$ cat config.mk
export PLATFORM = sky130hd
export DESIGN_NAME = iefd_ctrl
export DESIGN_NICKNAME = d
export VERILOG_FILES = /design/src/rtl/iefd_pkg.sv /design/src/rtl/iefd_ctrl.sv
export SDC_FILE = /design/constraint.sdc
export NUM_CORES = 1
export LEC_CHECK = 0
export BUFFER_PORTS_ARGS = -buffer_cell sky130_fd_sc_hd__buf_2
export CAP_MARGIN = 20
export CORE_MARGIN = 4
export CORE_UTILIZATION = 35
export CTS_CLUSTER_DIAMETER = 40
export DETAILED_ROUTE_END_ITERATION = 10
export PLACE_DENSITY = 0.66
export SYNTH_ARGS = -nofsm -noshare
export SYNTH_HDL_FRONTEND = slang
export SYNTH_SLANG_ARGS = --single-unit
$ cat constraint.sdc
create_clock -name aclk -period 1.3 [get_ports aclk]
set_input_delay 0.13 -clock aclk [delete_from_list [all_inputs] [get_ports aclk]]
set_output_delay 0.13 -clock aclk [all_outputs]
set_load 0.05 [all_outputs]
$ cat src/rtl/iefd_pkg.sv
// Shared types and constants for the inverse-error weighted depth fusion block.
`timescale 1ns / 1ps

package iefd_pkg;

    localparam int QW = 24;                          // quotient bits of the divider
    localparam logic [23:0] WEIGHT_MAX = 24'hFFFFFF; // saturated weight for error 0
    localparam logic [15:0] ERR_RESET  = 16'hFFFF;

    localparam logic [1:0] DIV_WEIGHT = 2'd0;
    localparam logic [1:0] DIV_FUSE   = 2'd1;

    localparam logic REQ_STORE = 1'b0;
    localparam logic REQ_QUERY = 1'b1;

    typedef struct packed {
        logic        req_type;
        logic [1:0]  layer;
        logic [5:0]  pixel_row;
        logic [5:0]  pixel_col;
        logic [15:0] depth_value;
        logic [15:0] error_value;
    } in_t;

    typedef struct packed {
        logic [23:0] fused_depth;
        logic [15:0] mean_error;
    } out_t;

    typedef struct packed {
        logic       capture;
        logic       clr_step;
        logic       wr_store;
        logic       w_sat;
        logic       w_load;
        logic       acc_add;
        logic       next_layer;
        logic       div_start;
        logic [1:0] div_sel;
        logic       fused_load;
        logic       mean_load;
        logic       out_load;
    } cmd_t;

    typedef struct packed {
        logic in_query;
        logic in_store_ok;
        logic in_pix_ok;
        logic clr_last;
        logic err_zero;
        logic last_layer;
        logic div_done;
        logic out_free;
    } sts_t;

endpackage

$ cat src/rtl/iefd_ctrl.sv
// Request sequencer: clearing sweep, store update and per-layer query walk.
`timescale 1ns / 1ps

module iefd_ctrl (
    input  logic           aclk,
    input  logic           aresetn,
    input  logic           s_valid,
    output logic           s_ready,
    input  iefd_pkg::sts_t sts,
    output iefd_pkg::cmd_t cmd
);
    import iefd_pkg::*;

    localparam logic [3:0] ST_CLEAR = 4'd0;
    localparam logic [3:0] ST_IDLE  = 4'd1;
    localparam logic [3:0] ST_S_RD  = 4'd2;
    localparam logic [3:0] ST_S_WR  = 4'd3;
    localparam logic [3:0] ST_Q_RD  = 4'd4;
    localparam logic [3:0] ST_Q_W   = 4'd5;
    localparam logic [3:0] ST_Q_DIV = 4'd6;
    localparam logic [3:0] ST_Q_ACC = 4'd7;
    localparam logic [3:0] ST_F_GO  = 4'd8;
    localparam logic [3:0] ST_F_DIV = 4'd9;
    localparam logic [3:0] ST_M_GO  = 4'd10;
    localparam logic [3:0] ST_OUT   = 4'd12;

    logic [3:0] state_reg, state_next;

    always_ff @(posedge aclk) begin
        if (!aresetn) begin
            state_reg <= ST_CLEAR;
        end else begin
            state_reg <= state_next;
        end
    end

    assign s_ready = (state_reg == ST_IDLE);

    always_comb begin
        state_next = state_reg;
        cmd        = '0;
        unique case (state_reg)
            ST_CLEAR: begin
                cmd.clr_step = 1'b1;
                if (sts.clr_last) begin
                    state_next = ST_IDLE;
                end
            end
            ST_IDLE: begin
                if (s_valid) begin
                    cmd.capture = 1'b1;
                    if (!sts.in_query) begin
                        state_next = sts.in_store_ok ? ST_S_RD : ST_IDLE;
                    end else begin
                        state_next = sts.in_pix_ok ? ST_Q_RD : ST_M_GO;
                    end
                end
            end
            ST_S_RD: state_next = ST_S_WR;
            ST_S_WR: begin
                cmd.wr_store = 1'b1;
                state_next   = ST_IDLE;
            end
            ST_Q_RD: state_next = ST_Q_W;
            ST_Q_W: begin
                if (sts.err_zero) begin
                    cmd.w_sat  = 1'b1;
                    state_next = ST_Q_ACC;
                end else begin
                    cmd.div_start = 1'b1;
                    cmd.div_sel   = DIV_WEIGHT;
                    state_next    = ST_Q_DIV;
                end
            end
            ST_Q_DIV: begin
                cmd.div_sel = DIV_WEIGHT;
                if (sts.div_done) begin
                    cmd.w_load = 1'b1;
                    state_next = ST_Q_ACC;
                end
            end
            ST_Q_ACC: begin
                cmd.acc_add = 1'b1;
                if (sts.last_layer) begin
                    state_next = ST_F_GO;
                end else begin
                    cmd.next_layer = 1'b1;
                    state_next     = ST_Q_RD;
                end
            end
            ST_F_GO: begin
                cmd.div_start = 1'b1;
                cmd.div_sel   = DIV_FUSE;
                state_next    = ST_F_DIV;
            end
            ST_F_DIV: begin
                cmd.div_sel = DIV_FUSE;
                if (sts.div_done) begin
                    cmd.fused_load = 1'b1;
                    state_next     = ST_M_GO;
                end
            end
            ST_M_GO: begin
                cmd.mean_load = 1'b1;
                state_next    = ST_OUT;
            end
            ST_OUT: begin
                if (sts.out_free) begin
                    cmd.out_load = 1'b1;
                    state_next   = ST_IDLE;
                end
            end
            default: state_next = ST_CLEAR;
        endcase
    end

endmodule

==> run summary, run 1 <==
OUTCOME
----------------------------------------------------------------------------------------
Last step reached                                                           global routing (5_1_grt)
Run status                                                                  stopped before the end
Err                                                                         [ERROR DPL-0038] Utilization greater than 100%, impossible to legalize

FLOORPLAN
----------------------------------------------------------------------------------------
Floorplan die width                                                             46.38 um
Starting utilization of the core area                                             38.18%
Boundary pin count                                                                    25
Vertical extent of the die                                                      46.38 um
Num rows                                                                              13

STA
----------------------------------------------------------------------------------------
Worst EP post-GRT repair                                                          cmd[5]
WEP type                                                                    primary output

YOSYS
----------------------------------------------------------------------------------------
Most frequently used flop master after synthesis                            sky130_fd_sc_hd__dfxtp_1
Synth unique cells                                                                    36
Post-synthesis sequential area ratio                                              15.53%
Most used standard cells in the synthesized netlist                         sky130_fd_sc_hd__nor2_1, sky130_fd_sc_hd__a21oi_1, sky130_fd_sc_hd__nand2b_1
Synth area leaders                                                          sky130_fd_sc_hd__dfxtp_1, sky130_fd_sc_hd__nand2b_1, sky130_fd_sc_hd__nor2_1
Share of the synthesized area in the top cell type                                15.53%
Area of the mapped netlist                                                   515.5 sq um
Cell count after synthesis                                                            74
Share of flip-flops with an asynchronous set or reset after synthesis                 0%
Syn Nets                                                                              85
Number of enable-type register cells in the synthesized netlist                        0
Yosys warning count                                                                    0
Yosys top cell by area                                                      sky130_fd_sc_hd__dfxtp_1
Count leader, synth                                                         sky130_fd_sc_hd__nor2_1
Flip-flop and latch count after synthesis                                              4
Mean instance size in the synthesized netlist                                6.966 sq um

CTS
----------------------------------------------------------------------------------------
Clock root buffer master                                                    sky130_fd_sc_hd__clkbuf_4
Count of hold buffers inserted by post-cts repair                                      0
Number of CTS-inserted buffers                                                         3
Clock tree buffer depth                                                                2
Clock sink total                                                                       4
Depth of the CTS H-tree                                                                1

GRT
----------------------------------------------------------------------------------------
Largest net degree at the start of global routing                                      9

PLACEMENT
----------------------------------------------------------------------------------------
Port bufs                                                                             23
Total half-perimeter wirelength after legalization and detailed placement       1.363 mm
Inst Count DP                                                                        126
Worst setup slack after placement                                             -0.1274 ns
Final RePlAce weighted congestion                                                 0.7964

==> metrics by stage <==
| stage | TNS, ns | hold WS, ns | util [%] | instance area (sq um) |
|---|---|---|---|---|
| CTS | -1.298 | 0.1630 | 89.71 | 1211 |
| detailed placement | -0.4671 | 0.4183 | 67.10 | 905.9 |
| global placement | -0.2635 | 0.4018 | 67.10 | 905.9 |
| floorplan | -0.5875 | 0.2659 | - | 701.9 |
==> timing repair <==
action | CTS
resized for setup | 50
pin swaps | 10
buffers inserted | 9
cloned | 1
endpoints found under the setup margin | 16
==> cell families after synthesis <==
kind of cell	after synthesis	synth area share [%]
other cells	1	0.7275
mux	1	2.912
compound gates	20	29.37
flops	4	15.53
buf+inv	9	9.224
simple gates	39	42.23
==> run 2, diff against run 1 <==
CORE_AREA = 4 4 65 67   (was default)
CORE_MARGIN = default   (was 4)
CORE_UTILIZATION = default   (was 35)
CTS_CLUSTER_DIAMETER = default   (was 40)
DIE_AREA = 0 0 69 71   (was default)
PLACE_DENSITY = default   (was 0.66)
PLACE_DENSITY_LB_ADDON = 0.15   (was default)
clock period = 1.7 ns   (was 1.3 ns; I/O delays follow)
==> run 2 against run 1 <==
- the run now ends clean
- synthesized cell count did not move
- area after synthesis did not move
==> run summary, run 2 <==
WORST SETUP PATH
-----------------------------------------------------------------------------------------------------------------
Worst EP arrival                                                                                          1.45 ns
Cell type of the slowest stage on the worst timing path                                              sky130_fd_sc_hd__dfxtp_1
Largest stage delay on the critical path                                                                  0.43 ns
Critical path required time                                                                               1.53 ns
Buffers plus inverters on the worst setup path                                                                  1
Reg-to-reg setup timing slack                                                                             0.18 ns
Crit path cell chain                                                                                 nand2b_1 -> nor3_4 -> and2_1 -> buf_2
WS Path Type                                                                                           reg -> out
Peak fanout along the critical path                                                                             7
Critical path capture point type                                                                       output pin
Cell family with most CP delay                                                                       simple AND/OR/NAND/NOR gates
Crit start category                                                                                          flop

CELLS AND AREA
-----------------------------------------------------------------------------------------------------------------
Layout cells sized above 1                                                                                 45.00%
Count of fill cells added during filler insertion                                                             434
Post-layout net count                                                                                         113
Leading cell types in the layout, fill and taps excluded                                             sky130_fd_sc_hd__buf_2, sky130_fd_sc_hd__nor2_1, sky130_fd_sc_hd__a21oi_1
Count of non-filler cells in the finished layout                                                              148
Largest register FFs                                                                                            4
Design Area, Final                                                                                    799.5 sq um
Most common library cell in the layout ignoring fill and taps                                        sky130_fd_sc_hd__buf_2
Total inserted antenna cells                                                                                    0
Area growth syn-to-layout                                                                                  55.10%

PWR
-----------------------------------------------------------------------------------------------------------------
Cell Int Power                                                                                          0.6966 mW
Switching power as a share of total power                                                                  54.63%
Peak ir drop on the vdd network                                                                         0.6344 mV
Sequential share of power                                                                                   13.4%
Power per Cell Area                                                                                  1920 nW/um^2
Sw Pwr                                                                                                  0.8388 mW
Clk pwr share                                                                                               13.5%
Power after layout                                                                                       1.535 mW
Leakage                                                                                                 0.3363 nW
Logic gate share of total power                                                                             73.0%

FLOW RUN
-----------------------------------------------------------------------------------------------------------------
Number of max-cap violations                                                                                    0

FLOORPLAN
-----------------------------------------------------------------------------------------------------------------
Vertical extent of the die                                                                                  71 um
Full die area                                                                                          4899 sq um
Starting utilization of the core area                                                                      14.19%
Boundary pin count                                                                                             25
Floorplan die width                                                                                         69 um
Core footprint                                                                                         3633 sq um
Num rows                                                                                                       22

YOSYS
-----------------------------------------------------------------------------------------------------------------
Parity-gate share of the synthesized area counting xor and xnor cells                                          0%
Most frequently used flop master after synthesis                                                     sky130_fd_sc_hd__dfxtp_1
Synth unique cells                                                                                             36
Flip-flop and latch count after synthesis                                                                       4
Yosys warning count                                                                                             0
Count leader, synth                                                                                  sky130_fd_sc_hd__nor2_1
Post-synthesis sequential area ratio                                                                       15.53%
Arithmetic-cell share of the synthesized area counting full adders, half adders and majority gates             0%
Most used standard cells in the synthesized netlist                                                  sky130_fd_sc_hd__nor2_1, sky130_fd_sc_hd__a21oi_1, sky130_fd_sc_hd__nand2b_1
Syn Nets                                                                                                       85
Combinational family with the most area after synthesis                                              simple AND/OR/NAND/NOR gates
Synth area leaders                                                                                   sky130_fd_sc_hd__dfxtp_1, sky130_fd_sc_hd__nand2b_1, sky130_fd_sc_hd__nor2_1
Share of the synthesized area in the top cell type                                                         15.53%
Number of enable-type register cells in the synthesized netlist                                                 0
Simple logic cell fraction of the synthesized area                                                         42.23%
Portion of netlist area occupied by mux cells                                                              2.913%
Synthesized-area fraction occupied by ao, oa, aoi and oai cells                                            29.37%
Mean instance size in the synthesized netlist                                                         6.966 sq um
Cell count after synthesis                                                                                     74
Share of flip-flops with an asynchronous set or reset after synthesis                                          0%
Area of the mapped netlist                                                                            515.5 sq um
Yosys top cell by area                                                                               sky130_fd_sc_hd__dfxtp_1

PLACEMENT
-----------------------------------------------------------------------------------------------------------------
Inst Count DP                                                                                                 145
Placed standard-cell area                                                                             739.5 sq um
Total half-perimeter wirelength after legalization and detailed placement                                1.471 mm
Port bufs                                                                                                      23
Final RePlAce weighted congestion                                                                          0.7011

CTS
-----------------------------------------------------------------------------------------------------------------
Setup repair bufs after CTS                                                                                     0
Clock slew seen by the registers of the worst setup and hold paths                                        0.03 ns
Number of CTS-inserted buffers                                                                                  3
Clock tree buffer depth                                                                                         2
Clk_lat worst skew                                                                                        0.22 ns
Clock tree from TritonCTS                                                                                     yes
Count of hold buffers inserted by post-cts repair                                                               0
Clock root buffer master                                                                             sky130_fd_sc_hd__clkbuf_8
Clock sink total                                                                                                4
Depth of the CTS H-tree                                                                                         1

DETAILED ROUTING
-----------------------------------------------------------------------------------------------------------------
Detailed Route Iter0 Violations                                                                                25
Wire length after detailed routing                                                                       1.870 mm
Remaining number of nets flagged by the antenna check after routing                                             0
Detailed-route wire length per cell                                                                      12.64 um
Vias                                                                                                          639
DRC violation count after routing                                                                               0
Number of vias per cell after detailed routing                                                              4.318
TritonRoute pass-1 iters                                                                                        5

OUTCOME
-----------------------------------------------------------------------------------------------------------------
Run status                                                                                           complete, no violations

GRT
-----------------------------------------------------------------------------------------------------------------
Antenna violations before repair                                                                                0
Congestion Overflow GR                                                                                          0
Number of global-route vias before repair                                                                     637
GRT Overall Usage                                                                                          7.740%
First-pass GRT wire length                                                                               3.125 mm
Largest net degree at the start of global routing                                                              11

STA
-----------------------------------------------------------------------------------------------------------------
Worst hold slack across all endpoints                                                                   0.2179 ns
Unrepaired setup endpoints after global routing                                                             false
Final hold violations                                                                                           0
Final-layout setup total negative slack                                                                      0 ns
Clock Skew                                                                                            0.004437 ns
Highest achievable clock rate                                                                           617.1 MHz
Final Cycle Share                                                                                          95.32%
Slew Limit Fails                                                                                                0
Minimum clock period after layout                                                                        1.620 ns
Setup violation total in the final timing report                                                                0

WORST HOLD PATH
-----------------------------------------------------------------------------------------------------------------
Hold Path Class                                                                                         in -> reg

## run 2: cell counts after synthesis
No cell type changed its count.
## run 2: power groups by stage
| stage | combinational [mW] | sequential, mW | clock [mW] |
|---|---|---|---|
| after CTS | 1.10 | 0.194 | 0.214 |
| final | 1.12 | 0.206 | 0.208 |
| after floorplan | 0.865 | 0.166 | 0 |
| after detailed placement | 1.10 | 0.195 | 0 |
| after global placement | 1.11 | 0.198 | 0 |
| after global routing | 1.21 | 0.213 | 0.226 |
## run 2: worst register-to-register path: cells and delay by family (launching register included)
| family | cells | cell delay, ns |
|---|---|---|
| AO/OA/AOI/OAI | 3 | 0.69 |
| buffers and inverters | 1 | 0.19 |
| flip-flops | 1 | 0.36 |
| AND/OR/NAND/NOR | 1 | 0.18 |
## run 2: path summary, 6_finish.rpt
kind | endpoint | cells past startpoint | startpoint
worst max-delay path | cmd[12] | 4 | state_reg[0]
worst min-delay path | state_reg[2] | 3 | aresetn
worst max register to register | state_reg[3] | 5 | state_reg[3]
worst min register to register | state_reg[0] | 2 | state_reg[1]
## run 2: final cells by class
class	instances	area (sq um)	area share, %
Multi-Input combinational cell	61	429.2	53.68
Timing Repair Buffer	30	180.2	22.54
Sequential cell	4	81.33	10.17
Tap cell	48	60.06	7.512
Clock buffer	3	41.29	5.164
Inverter	2	7.507	0.9390
## run 2: through the flow
step | utilization [%] | worst slack (ns)
CTS | 21.56 | 0.05297
global route | 22.00 | 0.002602
finish | 22.00 | 0.07954
floorplan | - | -0.1764
global placement | 20.35 | 0.1573
detailed placement | 20.35 | 0.1880
## run 2: cells by family (layout without fill, tap and decap cells)
logic type	after synthesis	after routing
simple gates	39	39
compound gates	20	20
buf+inv	9	35
flops	4	4
other cells	1	1
mux	1	1
## run 2: what timing repair did
item | 4_1_cts | 5_1_grt
cloned | 0 | 0
endpoints found under the hold margin | 0 | 0
setup endpoints to repair | 1 | 2
gates resized for setup | 1 | 6
## run 2: layer usage
metal	share of wire, %	up-vias	GRT usage (%)
met3	3.9	2	0.9943
met1	47	295	9.832
met5	0	-	0
li1	-	321	-
met4	1.5	0	5.206
met2	47	21	12.18
Power figures use the tool's default switching activity.
==> run 3, diff against run 2 <==
BUFFER_PORTS_ARGS = -buffer_cell sky130_fd_sc_hd__clkbuf_2   (was -buffer_cell sky130_fd_sc_hd__buf_2)
MAX_ROUTING_LAYER = met4   (was default)
==> run 3 against run 2 <==
- first-iteration DRC count decreased by 20%
- core utilization is 0.48 points lower
- combinational power decreased by 6%
- cell count shrank 0.68%
- wire length fell by 7.3%
- critical endpoint is now cmd[0]
- highest routed layer unchanged
==> run summary, run 3 (synthesized netlist as in run 2, its figures left out) <==
OUTCOME
----------------------------------------------------------------------------------------
Run status                                                                  complete, no violations

WORST SETUP PATH
----------------------------------------------------------------------------------------
Logic depth of the worst path, buffers included                                        4
WS Path Type                                                                  reg -> out
Crit path cell chain                                                        buf_4 -> nor2b_1 -> and4b_1 -> buf_2
Buffers plus inverters on the worst setup path                                         2
Largest stage delay on the critical path                                         0.43 ns
Peak fanout along the critical path                                                    6
Cell type of the slowest stage on the worst timing path                     sky130_fd_sc_hd__dfxtp_1
Critical path capture point type                                              output pin
Worst EP arrival                                                                 1.45 ns
Cell family with most CP delay                                              buffers and inverters
Endpoint of the lowest-slack register-to-register path                      state_reg[2]
Reg-to-reg setup timing slack                                                    0.19 ns
Crit start category                                                                 flop
Launching point of the worst reg2reg path                                   state_reg[3]
Critical path required time                                                      1.53 ns
Crit path launch                                                            state_reg[3]
Reg2reg path depth                                                                     4

DETAILED ROUTING
----------------------------------------------------------------------------------------
Vias                                                                                 635
TritonRoute pass-1 iters                                                               4
Detailed-route wire length per cell                                             11.79 um
Remaining number of nets flagged by the antenna check after routing                    0
Number of vias per cell after detailed routing                                     4.320
Detailed Route Iter0 Violations                                                       20
Wire length after detailed routing                                              1.733 mm
DRC violation count after routing                                                      0

CELLS AND AREA
----------------------------------------------------------------------------------------
Leading cell types in the layout, fill and taps excluded                    sky130_fd_sc_hd__clkbuf_2, sky130_fd_sc_hd__nor2_1, sky130_fd_sc_hd__a21oi_1
Area growth syn-to-layout                                                         51.70%
Most common library cell in the layout ignoring fill and taps               sky130_fd_sc_hd__clkbuf_2
Layout cells sized above 1                                                        45.45%
Count of fill cells added during filler insertion                                    426
Total inserted antenna cells                                                           0
Count of non-filler cells in the finished layout                                     147
Post-layout net count                                                                112
Largest register FFs                                                                   4

CTS
----------------------------------------------------------------------------------------
Clk_lat worst skew                                                               0.22 ns
Setup repair bufs after CTS                                                            0
Number of CTS-inserted buffers                                                         3
Clock tree buffer depth                                                                2
Clock root buffer master                                                    sky130_fd_sc_hd__clkbuf_8
Clock slew seen by the registers of the worst setup and hold paths               0.03 ns
Clock sink total                                                                       4
Clock tree from TritonCTS                                                            yes
Depth of the CTS H-tree                                                                1
Count of hold buffers inserted by post-cts repair                                      0

GRT
----------------------------------------------------------------------------------------
Number of global-route vias before repair                                            631
Antenna violations before repair                                                       0
First-pass GRT wire length                                                      2.904 mm
GRT Overall Usage                                                                 7.452%
Largest net degree at the start of global routing                                     13
Congestion Overflow GR                                                                 0

PWR
----------------------------------------------------------------------------------------
Power per Cell Area                                                         1896 nW/um^2
Peak ir drop on the vdd network                                                0.5603 mV
Power after layout                                                              1.483 mW
Leakage                                                                        0.3252 nW

FLOORPLAN
----------------------------------------------------------------------------------------
Floorplan die width                                                                69 um
Boundary pin count                                                                    25
Starting utilization of the core area                                             14.19%
Num rows                                                                              22
Vertical extent of the die                                                         71 um
Full die area                                                                 4899 sq um
Core footprint                                                                3633 sq um

PLACEMENT
----------------------------------------------------------------------------------------
Port bufs                                                                             23
Inst Count DP                                                                        144
Worst setup slack after placement                                              0.1298 ns
Final RePlAce weighted congestion                                                 0.7147
Total half-perimeter wirelength after legalization and detailed placement       1.444 mm

WORST HOLD PATH
----------------------------------------------------------------------------------------
Worst Hold Path EP                                                          state_reg[2]
Hold Path Class                                                                in -> reg
Hold Path Stages                                                                       3
Hold Path Origin                                                                 aresetn

STA
----------------------------------------------------------------------------------------
Final Cycle Share                                                                 95.00%
Final hold violations                                                                  0
Highest achievable clock rate                                                  619.2 MHz
Slew Limit Fails                                                                       0
Worst setup margin                                                            0.08495 ns
Final-layout setup total negative slack                                             0 ns
Setup violation total in the final timing report                                       0
Clock Skew                                                                   0.004927 ns
Unrepaired setup endpoints after global routing                                    false
Minimum clock period after layout                                               1.615 ns

FLOW RUN
----------------------------------------------------------------------------------------
Number of max-cap violations                                                           0

-- run 3: timing repair --
item                                    in CTS  in global routing
endpoints found under the hold margin        0                  0
pin swaps                                    0                  0
gates resized for setup                      2                  6
endpoints found under the setup margin       2                  9
-- run 3: report_power, final --
part           internal (mW)  switching (mW)  total, mW  leakage (nW)
clock network          0.151          0.0499      0.201        0.0216
registers              0.140          0.0921      0.232        0.0340
logic                  0.378           0.672       1.05         0.270
-- run 3: worst max-delay path by stage --
stage	slack, ns	to
floorplan	-0.18	cmd[12]
global placement	0.11	state_reg[2]
detailed placement	0.13	state_reg[2]
CTS	-0.008	cmd[12]
global route	0.0005	cmd[0]
finish	0.08	cmd[0]
-- run 3: worst register-to-register path: cells and delay by family, from the launching register on --
kind | cells | cell delay [ns]
mux | 1 | 0.35
compound gates | 3 | 0.59
flops | 1 | 0.43
-- run 3: layout make-up --
cell class                 instances  area, sq um  share of cell area, %
sequential                         4        83.83                  10.72
multi-input combinational         61        426.7                  54.56
tap                               48        60.06                  7.680
timing repair buffer              29        162.7                  20.80
clock buffer                       3        41.29                  5.280
inverter                           2        7.507                 0.9600
-- run 3: metal layers --
layer	global-route usage [%]	wire length, um
met1	9.144	863
met2	11.33	746
met3	2.131	96
met4	3.254	27
met5	-	0
-- run 3: stage by stage --
| step | hold WS (ns) | util, % | area, sq um |
|---|---|---|---|
| final | 0.2082 | 21.52 | 782.0 |
| after global routing | 0.2230 | 21.52 | 782.0 |
| after CTS | 0.2065 | 21.38 | 777.0 |
| after detailed placement | 0.4451 | 20.14 | 732.0 |
| after global placement | 0.4391 | 20.14 | 732.0 |
| after floorplan | 0.3134 | - | 551.8 |
